File: config.mk
export PLATFORM = sky130hd
export DESIGN_NAME = timed_pulse_tilt_controller_core
export DESIGN_NICKNAME = d
export VERILOG_FILES = /design/src/hw/rtl/tptc_pkg.sv /design/src/hw/rtl/tptc_regs.sv /design/src/hw/rtl/tptc_calc.sv /design/src/hw/rtl/timed_pulse_tilt_controller_core.sv
export SDC_FILE = /design/constraint.sdc
export NUM_CORES = 1
export LEC_CHECK = 0
export ABC_AREA = 0
export BUFFER_PORTS_ARGS = -buffer_cell sky130_fd_sc_hd__buf_2
export CAP_MARGIN = 10
export CORE_ASPECT_RATIO = 0.7
export CORE_MARGIN = 5
export CORE_UTILIZATION = 60
export CTS_BUF_LIST = sky130_fd_sc_hd__clkbuf_8
export DETAILED_ROUTE_END_ITERATION = 10
export PLACE_DENSITY = 0.79
export SYNTH_ARGS = -nofsm -noshare
export SYNTH_HDL_FRONTEND = slang
export SYNTH_SLANG_ARGS = --single-unit
File: constraint.sdc
create_clock -name clock -period 21.4 [get_ports clock]
set_clock_uncertainty 0.1 [all_clocks]
set_input_delay 1.07 -clock clock [delete_from_list [all_inputs] [get_ports clock]]
set_output_delay 1.07 -clock clock [all_outputs]
set_load 0.05 [all_outputs]
File: src/hw/rtl/tptc_pkg.sv
// Shared types and constants for the timed pulse tilt controller.
package tptc_pkg;

   localparam int ANGLE_W   = 9;
   localparam int DB_W      = 11;
   localparam int MS_W      = 16;
   localparam int PHASE_W   = 2;
   localparam int NOW_W     = 32;
   localparam int CSR_IDX_W = 3;
   localparam int CSR_DAT_W = 16;

   // phase codes
   localparam logic [PHASE_W-1:0] PHASE_DEADBAND = 2'd0;
   localparam logic [PHASE_W-1:0] PHASE_PULSE    = 2'd1;
   localparam logic [PHASE_W-1:0] PHASE_REST     = 2'd2;
   localparam logic [PHASE_W-1:0] PHASE_NEW      = 2'd3;

   // register indexes
   localparam logic [CSR_IDX_W-1:0] REG_ANGLE_MIN  = 3'd0;
   localparam logic [CSR_IDX_W-1:0] REG_ANGLE_MAX  = 3'd1;
   localparam logic [CSR_IDX_W-1:0] REG_ANGLE_REST = 3'd2;
   localparam logic [CSR_IDX_W-1:0] REG_DEADBAND   = 3'd3;
   localparam logic [CSR_IDX_W-1:0] REG_ACTION     = 3'd4;
   localparam logic [CSR_IDX_W-1:0] REG_DELAY      = 3'd5;

   // reset values
   localparam logic signed [ANGLE_W-1:0] ANGLE_MIN_RST  = -9'sd10;
   localparam logic signed [ANGLE_W-1:0] ANGLE_MAX_RST  = 9'sd10;
   localparam logic signed [ANGLE_W-1:0] ANGLE_REST_RST = 9'sd0;
   localparam logic [DB_W-1:0]           DEADBAND_RST   = 11'd10;
   localparam logic [MS_W-1:0]           ACTION_RST     = 16'd100;
   localparam logic [MS_W-1:0]           DELAY_RST      = 16'd500;

   typedef struct packed {
      logic signed [ANGLE_W-1:0] angle_min;
      logic signed [ANGLE_W-1:0] angle_max;
      logic signed [ANGLE_W-1:0] angle_rest;
      logic [DB_W-1:0]           deadband_px;
      logic [MS_W-1:0]           action_ms;
      logic [MS_W-1:0]           delay_ms;
   } cfg_type;

endpackage

File: src/hw/rtl/tptc_regs.sv
// Configuration register file of the tilt controller.
module tptc_regs (
   input  logic                             clock,
   input  logic                             reset,
   input  logic                             csr_valid,
   output logic                             csr_ready,
   input  logic [tptc_pkg::CSR_IDX_W-1:0]   csr_index,
   input  logic [tptc_pkg::CSR_DAT_W-1:0]   csr_data,
   output tptc_pkg::cfg_type                cfg
);

   tptc_pkg::cfg_type cfg_ff, cfg_in;

   assign csr_ready = 1'b1;
   assign cfg       = cfg_ff;

   always_comb begin
      cfg_in = cfg_ff;
      if (csr_valid) begin
         unique case (csr_index)
            tptc_pkg::REG_ANGLE_MIN:  cfg_in.angle_min  = csr_data[tptc_pkg::ANGLE_W-1:0];
            tptc_pkg::REG_ANGLE_MAX:  cfg_in.angle_max  = csr_data[tptc_pkg::ANGLE_W-1:0];
            tptc_pkg::REG_ANGLE_REST: cfg_in.angle_rest = csr_data[tptc_pkg::ANGLE_W-1:0];
            tptc_pkg::REG_DEADBAND:   cfg_in.deadband_px = csr_data[tptc_pkg::DB_W-1:0];
            tptc_pkg::REG_ACTION:     cfg_in.action_ms  = csr_data[tptc_pkg::MS_W-1:0];
            tptc_pkg::REG_DELAY:      cfg_in.delay_ms   = csr_data[tptc_pkg::MS_W-1:0];
            default: ;  // drop writes beyond the register list
         endcase
      end
   end

   always_ff @(posedge clock) begin
      if (reset) begin
         cfg_ff.angle_min   <= tptc_pkg::ANGLE_MIN_RST;
         cfg_ff.angle_max   <= tptc_pkg::ANGLE_MAX_RST;
         cfg_ff.angle_rest  <= tptc_pkg::ANGLE_REST_RST;
         cfg_ff.deadband_px <= tptc_pkg::DEADBAND_RST;
         cfg_ff.action_ms   <= tptc_pkg::ACTION_RST;
         cfg_ff.delay_ms    <= tptc_pkg::DELAY_RST;
      end else begin
         cfg_ff <= cfg_in;
      end
   end

endmodule

File: src/hw/rtl/tptc_calc.sv
// Combinational step: deadband test, pulse timing, angle pick and clamp.
module tptc_calc #(
   parameter int POS_BITS  = 11,
   parameter int TIME_BITS = 32
) (
   input  tptc_pkg::cfg_type                   cfg,
   input  logic [POS_BITS-1:0]                 desired_pos,
   input  logic [POS_BITS-1:0]                 current_pos,
   input  logic [tptc_pkg::NOW_W-1:0]          now_ms,
   input  logic [TIME_BITS-1:0]                pulse_start,
   output logic signed [tptc_pkg::ANGLE_W-1:0] tilt_deg,
   output logic [tptc_pkg::PHASE_W-1:0]        phase,
   output logic                                new_pulse,
   output logic [TIME_BITS-1:0]                now_time
);

   localparam int MW = (POS_BITS > tptc_pkg::DB_W + 1) ? POS_BITS : tptc_pkg::DB_W + 1;
   localparam int TW = (TIME_BITS > tptc_pkg::MS_W + 1) ? TIME_BITS : tptc_pkg::MS_W + 1;
   localparam int AW = tptc_pkg::ANGLE_W + 1;

   logic signed [POS_BITS:0]   err;
   logic [POS_BITS-1:0]        mag;
   logic [MW-1:0]              mag_w, db_w, db2_w;
   logic                       in_db, near, err_pos;
   logic [TIME_BITS-1:0]       elapsed;
   logic [tptc_pkg::MS_W:0]    cycle_len;
   logic [TW-1:0]              elapsed_w, act_w, cycle_w;
   logic signed [AW-1:0]       min_w, max_w, rest_w, pick, angle, clamped;

   assign err     = $signed({1'b0, desired_pos}) - $signed({1'b0, current_pos});
   assign mag     = err[POS_BITS] ? POS_BITS'(-err) : err[POS_BITS-1:0];
   assign err_pos = !err[POS_BITS] && (err != '0);
   assign mag_w   = MW'(mag);
   assign db_w    = MW'(cfg.deadband_px);
   assign db2_w   = MW'({cfg.deadband_px, 1'b0});
   assign in_db   = mag_w <= db_w;
   assign near    = mag_w <= db2_w;

   // elapsed time wraps at the timer width
   assign now_time  = TIME_BITS'(now_ms);
   assign elapsed   = now_time - pulse_start;
   assign cycle_len = {1'b0, cfg.action_ms} + {1'b0, cfg.delay_ms};
   assign elapsed_w = TW'(elapsed);
   assign act_w     = TW'(cfg.action_ms);
   assign cycle_w   = TW'(cycle_len);

   assign min_w  = AW'(cfg.angle_min);
   assign max_w  = AW'(cfg.angle_max);
   assign rest_w = AW'(cfg.angle_rest);

   always_comb begin
      if (err_pos) begin
         pick = near ? min_w + AW'(1) : min_w;
      end else begin
         pick = near ? max_w - AW'(1) : max_w;
      end
   end

   always_comb begin
      new_pulse = 1'b0;
      priority if (in_db) begin
         angle = rest_w;
         phase = tptc_pkg::PHASE_DEADBAND;
      end else if (elapsed_w <= act_w) begin
         angle = pick;
         phase = tptc_pkg::PHASE_PULSE;
      end else if (elapsed_w <= cycle_w) begin
         angle = rest_w;
         phase = tptc_pkg::PHASE_REST;
      end else begin
         angle     = pick;
         phase     = tptc_pkg::PHASE_NEW;
         new_pulse = 1'b1;
      end
   end

   // lower limit first, upper limit wins when limits are inverted
   always_comb begin
      clamped = angle;
      if (clamped < min_w) clamped = min_w;
      if (clamped > max_w) clamped = max_w;
   end

   assign tilt_deg = clamped[tptc_pkg::ANGLE_W-1:0];

endmodule

File: src/hw/rtl/timed_pulse_tilt_controller_core.sv
// Top level of the timed pulse tilt controller: pipeline registers and pulse timer.
//
//   channel  direction  handshake            content
//   req      in         req_tvalid/tready    desired_pos, current_pos, now_ms
//   rsp      out        rsp_tvalid/tready    tilt_deg, phase
//   csr      in         csr_valid/ready      register index and write data
//
// Each word waits in the input register and then moves to the result register; one
// word per cycle is sustained while rsp is ready. The pulse start time updates as a
// word that starts a new pulse moves to the result register, so the next word sees
// it. Reset clears both valid flags and the start time and loads the register reset values.
// A stalled rsp holds the result; req can still fill an empty input register behind it.
module timed_pulse_tilt_controller_core #(
   parameter int POS_BITS  = 11,
   parameter int TIME_BITS = 32,
   localparam int REQ_BITS = 2 * POS_BITS + tptc_pkg::NOW_W,
   localparam int REQ_W    = ((REQ_BITS + 7) / 8) * 8,
   localparam int RSP_BITS = tptc_pkg::ANGLE_W + tptc_pkg::PHASE_W,
   localparam int RSP_W    = ((RSP_BITS + 7) / 8) * 8
) (
   input  logic                             clock,
   input  logic                             reset,
   input  logic                             req_tvalid,
   output logic                             req_tready,
   // desired_pos, current_pos, now_ms (low bit up), zero filled
   input  logic [REQ_W-1:0]                 req_tdata,
   output logic                             rsp_tvalid,
   input  logic                             rsp_tready,
   // tilt_deg, phase (low bit up), zero filled
   output logic [RSP_W-1:0]                 rsp_tdata,
   input  logic                             csr_valid,
   output logic                             csr_ready,
   input  logic [tptc_pkg::CSR_IDX_W-1:0]   csr_index,
   input  logic [tptc_pkg::CSR_DAT_W-1:0]   csr_data
);

   tptc_pkg::cfg_type cfg;

   logic                                s1_valid_ff, s1_valid_in;
   logic [POS_BITS-1:0]                 des_ff, cur_ff;
   logic [tptc_pkg::NOW_W-1:0]          now_ff;
   logic                                rsp_valid_ff, rsp_valid_in;
   logic signed [tptc_pkg::ANGLE_W-1:0] tilt_ff, tilt_calc;
   logic [tptc_pkg::PHASE_W-1:0]        phase_ff, phase_calc;
   logic [TIME_BITS-1:0]                start_ff, start_in, now_time;
   logic                                new_pulse, advance, req_take;

   tptc_regs u_regs (
      .clock     (clock),
      .reset     (reset),
      .csr_valid (csr_valid),
      .csr_ready (csr_ready),
      .csr_index (csr_index),
      .csr_data  (csr_data),
      .cfg       (cfg)
   );

   tptc_calc #(
      .POS_BITS  (POS_BITS),
      .TIME_BITS (TIME_BITS)
   ) u_calc (
      .cfg         (cfg),
      .desired_pos (des_ff),
      .current_pos (cur_ff),
      .now_ms      (now_ff),
      .pulse_start (start_ff),
      .tilt_deg    (tilt_calc),
      .phase       (phase_calc),
      .new_pulse   (new_pulse),
      .now_time    (now_time)
   );

   // move the held word on when the result register is free or being drained
   assign advance    = s1_valid_ff && (!rsp_valid_ff || rsp_tready);
   assign req_tready = !s1_valid_ff || advance;
   assign req_take   = req_tvalid && req_tready;

   assign s1_valid_in  = req_take || (s1_valid_ff && !advance);
   assign rsp_valid_in = advance || (rsp_valid_ff && !rsp_tready);
   assign start_in     = (advance && new_pulse) ? now_time : start_ff;

   always_ff @(posedge clock) begin
      if (reset) begin
         s1_valid_ff  <= 1'b0;
         rsp_valid_ff <= 1'b0;
         start_ff     <= '0;
      end else begin
         s1_valid_ff  <= s1_valid_in;
         rsp_valid_ff <= rsp_valid_in;
         start_ff     <= start_in;
      end
   end

   always_ff @(posedge clock) begin
      if (req_take) begin
         des_ff <= req_tdata[POS_BITS-1:0];
         cur_ff <= req_tdata[2*POS_BITS-1:POS_BITS];
         now_ff <= req_tdata[REQ_BITS-1:2*POS_BITS];
      end
      if (advance) begin
         tilt_ff  <= tilt_calc;
         phase_ff <= phase_calc;
      end
   end

   assign rsp_tvalid = rsp_valid_ff;
   assign rsp_tdata  = RSP_W'({phase_ff, tilt_ff});

endmodule

==> impl_metrics.csv <==
group,metric,value,unit
worst_setup_path,start_kind,"flip-flop",
drt,drtIter0Drc,1101,
worst_setup_path,cp_common_cell,"o21a_1",
cts,cts.sink_count,169,
synth,synthFlopType,"dfxtp_1",
global_route,grt_pass1_vias,9298,
drt,drt-wirelength-per-cell,16.9,um
cts,htree_levels,4,
cts,clkLatencyLatePin,0.49,ns
cts,clkTransAtPathRegs,0.11,ns
die,start_util,60.6,%
worst_setup_path,r2r_slack,10.72,ns
synth,netlist_instances,1380,
sta,hold_viol,0,
cells_and_area,fill_cells,1651,
flow_run,drv_cap,0,
synth,yosys.cell_types.count,85,
cells_and_area,area_growth,8.50,%
drt,viasPerCell,5.89,
sta,fmax,93.6,MHz
worst_setup_path,crit_type,"flip-flop to flip-flop",
power_and_ir_drop,power_leakage,5.28,nW
cts,post-cts-setup-buffers,0,
cts,cts_root_buf,"clkbuf_8",
synth,yosysTopAreaCell,"dfxtp_1",
sta,fin_crit_sh,49.9,%
synth,ys_ff_latch,169,
drt,num_vias,10158,
global_route,grt_max_degree,105,
die,coreArea,19700,um^2
hold_path,hold_path_class,"flip-flop to flip-flop",
die,die_w,179,um
power_and_ir_drop,ir_worst_vdd,84.4,uV
worst_setup_path,end_kind,"flip-flop",
synth,yosys_warnings,0,
cells_and_area,drive_gt1_share,11.5,%
cts,cts_buffers,17,
cells_and_area,diodes,0,
cts,ctsResizeCount,0,
die,rows,43,
sta,setup-tns-final,0,ns
die,io_pins,99,
cells_and_area,final_area,12900,um^2
synth,synth-edff-count,65,
sta,setup_viol,0,
cts,cts_buffer_depth,2,
synth,synth_most_common_cell,"nand2_1",
synth,synth_top_area_share,17.5,%
place,hpwl,22600,um
global_route,antenna_found_initial,0,
global_route,grt-ovfl-total,0,
place,io_buffer_count,90,
die,die_h,128,um
synth,async_flop_share,0,%
worst_setup_path,slowest_stage,"o31ai_4",
sta,worstMarginPinSlew,1.07,ns
synth,syn_area_per_cell,8.65,um^2
drt,wl,29100,um
sta,drv_slew,0,
sta,fin_crit,10.68,ns
worst_setup_path,worstPathMaxFanout,16,
worst_setup_path,crit_required,21.62,ns
cells_and_area,final_net_count,1659,
die,die_area,22800,um^2
drt,drc_errors,0,
global_route,grt_pass1_wl,47300,um
worst_setup_path,cpPeakStageDelay,0.80,ns
synth,synthTopCellsByCount,"nand2_1 (186), ha_1 (134), a21oi_1 (121), inv_1 (109), nor2_1 (105)",
drt,first_pass_iters,5,
outcome,status,"finished clean",
synth,yosysSeqAreaShare,33.8,%
worst_setup_path,worstPathArrival,10.91,ns
global_route,track_usage,25.8,%
place,gp_congestion,0.948,
synth,synth_area,11900,um^2
sta,relSlewSlack,28.5,%
place,dpl_cell_area,12500,um^2
synth,synth_area_leaders,"dfxtp_1 (17%), edfxtp_1 (16%), ha_1 (14%)",
sta,rsz0062_at_grt,"no",
cts,holdBufCountCts,0,
drt,ant_nets,0,
cts,cts_tree,"built",
power_and_ir_drop,power_density,83.2,nW/um^2
[logic make-up after synthesis]
group           Yosys count  synth area share [%]
mux                      57                  5.08
xor+xnor                 64                  4.70
buf+inv                 165                  5.84
fa+ha+maj               137                  14.6
compound gates          323                  18.0
other cells               2                0.0629
flops                   169                  33.8
simple gates            463                  18.0
[where the power goes]
part           total [mW]  internal [mW]  switching (mW)
logic               0.443          0.175           0.268
clock network       0.266          0.140           0.127
registers           0.367          0.357         0.00976
total                1.08          0.672           0.404
[final cells by class]
type                       count  area (um^2)  area share [%]
multi-input combinational   1050         7220            55.8
inverter                     110          413            3.19
tap                          270          338            2.61
clock inverter                15          221            1.71
clock buffer                  17          234            1.81
sequential                   169         4030            31.2
timing repair buffer          94          480            3.71
[metal layers]
| metal | GRT usage (%) | up-vias | part of all wire (%) |
|---|---|---|---|
| met1 | 40.0 | 4702 | 50 |
| li1 | - | 5028 | - |
| met5 | 0 | - | 0 |
| met2 | 36.6 | 404 | 41 |
| met4 | 5.41 | 0 | 0.93 |
| met3 | 5.72 | 24 | 8.6 |
[final timing paths]
check / from / endpoint / depth (start not counted)
worst max-delay path: u_regs.cfg[0]$_SDFFE_PP0P_ / tilt_ff[6]$_DFFE_PP_ / 44
worst min-delay path: u_regs.cfg[50]$_SDFFE_PP0P_ / u_regs.cfg[50]$_SDFFE_PP0P_ / 2
worst max register to register: u_regs.cfg[0]$_SDFFE_PP0P_ / tilt_ff[6]$_DFFE_PP_ / 44
worst min register to register: u_regs.cfg[50]$_SDFFE_PP0P_ / u_regs.cfg[50]$_SDFFE_PP0P_ / 2
[state kept, by name, indices dropped and copies added, names as in the netlist]
name / count
cur_ff: 11
des_ff: 11
now_ff: 32
phase_ff: 2
rsp_tvalid: 1
s1_valid_ff: 1
start_ff: 32
tilt_ff: 9
u_regs.cfg: 70
[metrics by stage]
step | hold WS (ns) | setup slack [ns] | power [mW] | utilization [%] | std cells
global route | 0.385 | 10.00 | 1.14 | 65.7 | 1725
global placement | 0.344 | 11.28 | 0.790 | 63.4 | 1693
finish | 0.365 | 10.72 | 1.08 | 65.7 | 1725
floorplan | 0.333 | 12.58 | 0.709 | - | 1384
CTS | 0.363 | 10.88 | 1.07 | 65.7 | 1725
detailed placement | 0.351 | 11.01 | 0.805 | 63.4 | 1693
[critical path, delay by kind of cell (launching register included)]
family	cells	cell delay, ns
AOI/OAI and AO/OA	30	6.27
adders and majority gates	5	1.49
and+or+nand+nor	6	1.38
muxes	1	0.37
DFF	1	0.34
xor gates and xnor gates	1	0.29
buffers and inverters	1	0.23
[cell usage in the layout, fill, tap and decap left out, types with 5 or more instances in the layout]
master / instances
a21oi_1: 121
nand3_1: 19
dfxtp_1: 104
mux2_4: 5
nand2_1: 186
xnor2_1: 38
nand2b_1: 12
nand4_1: 26
o21ai_0: 49
o22ai_1: 8
edfxtp_1: 65
and3_1: 7
o21bai_1: 6
mux2i_1: 46
conb_1: 6
ha_1: 134
o31ai_1: 9
a21o_1: 18
nor2b_1: 15
and2_1: 6
a31oi_1: 8
a211oi_1: 8
bufinv_16: 5
mux2_2: 5
or3_1: 10
buf_2: 90
o21a_1: 20
xor2_1: 26
o211ai_1: 13
inv_1: 110
clkbuf_8: 17
nor3_1: 38
nor2_1: 105
nand3b_1: 12
a211o_1: 12
nor4_1: 9
No activity file was read; power rests on OpenSTA's default activity.
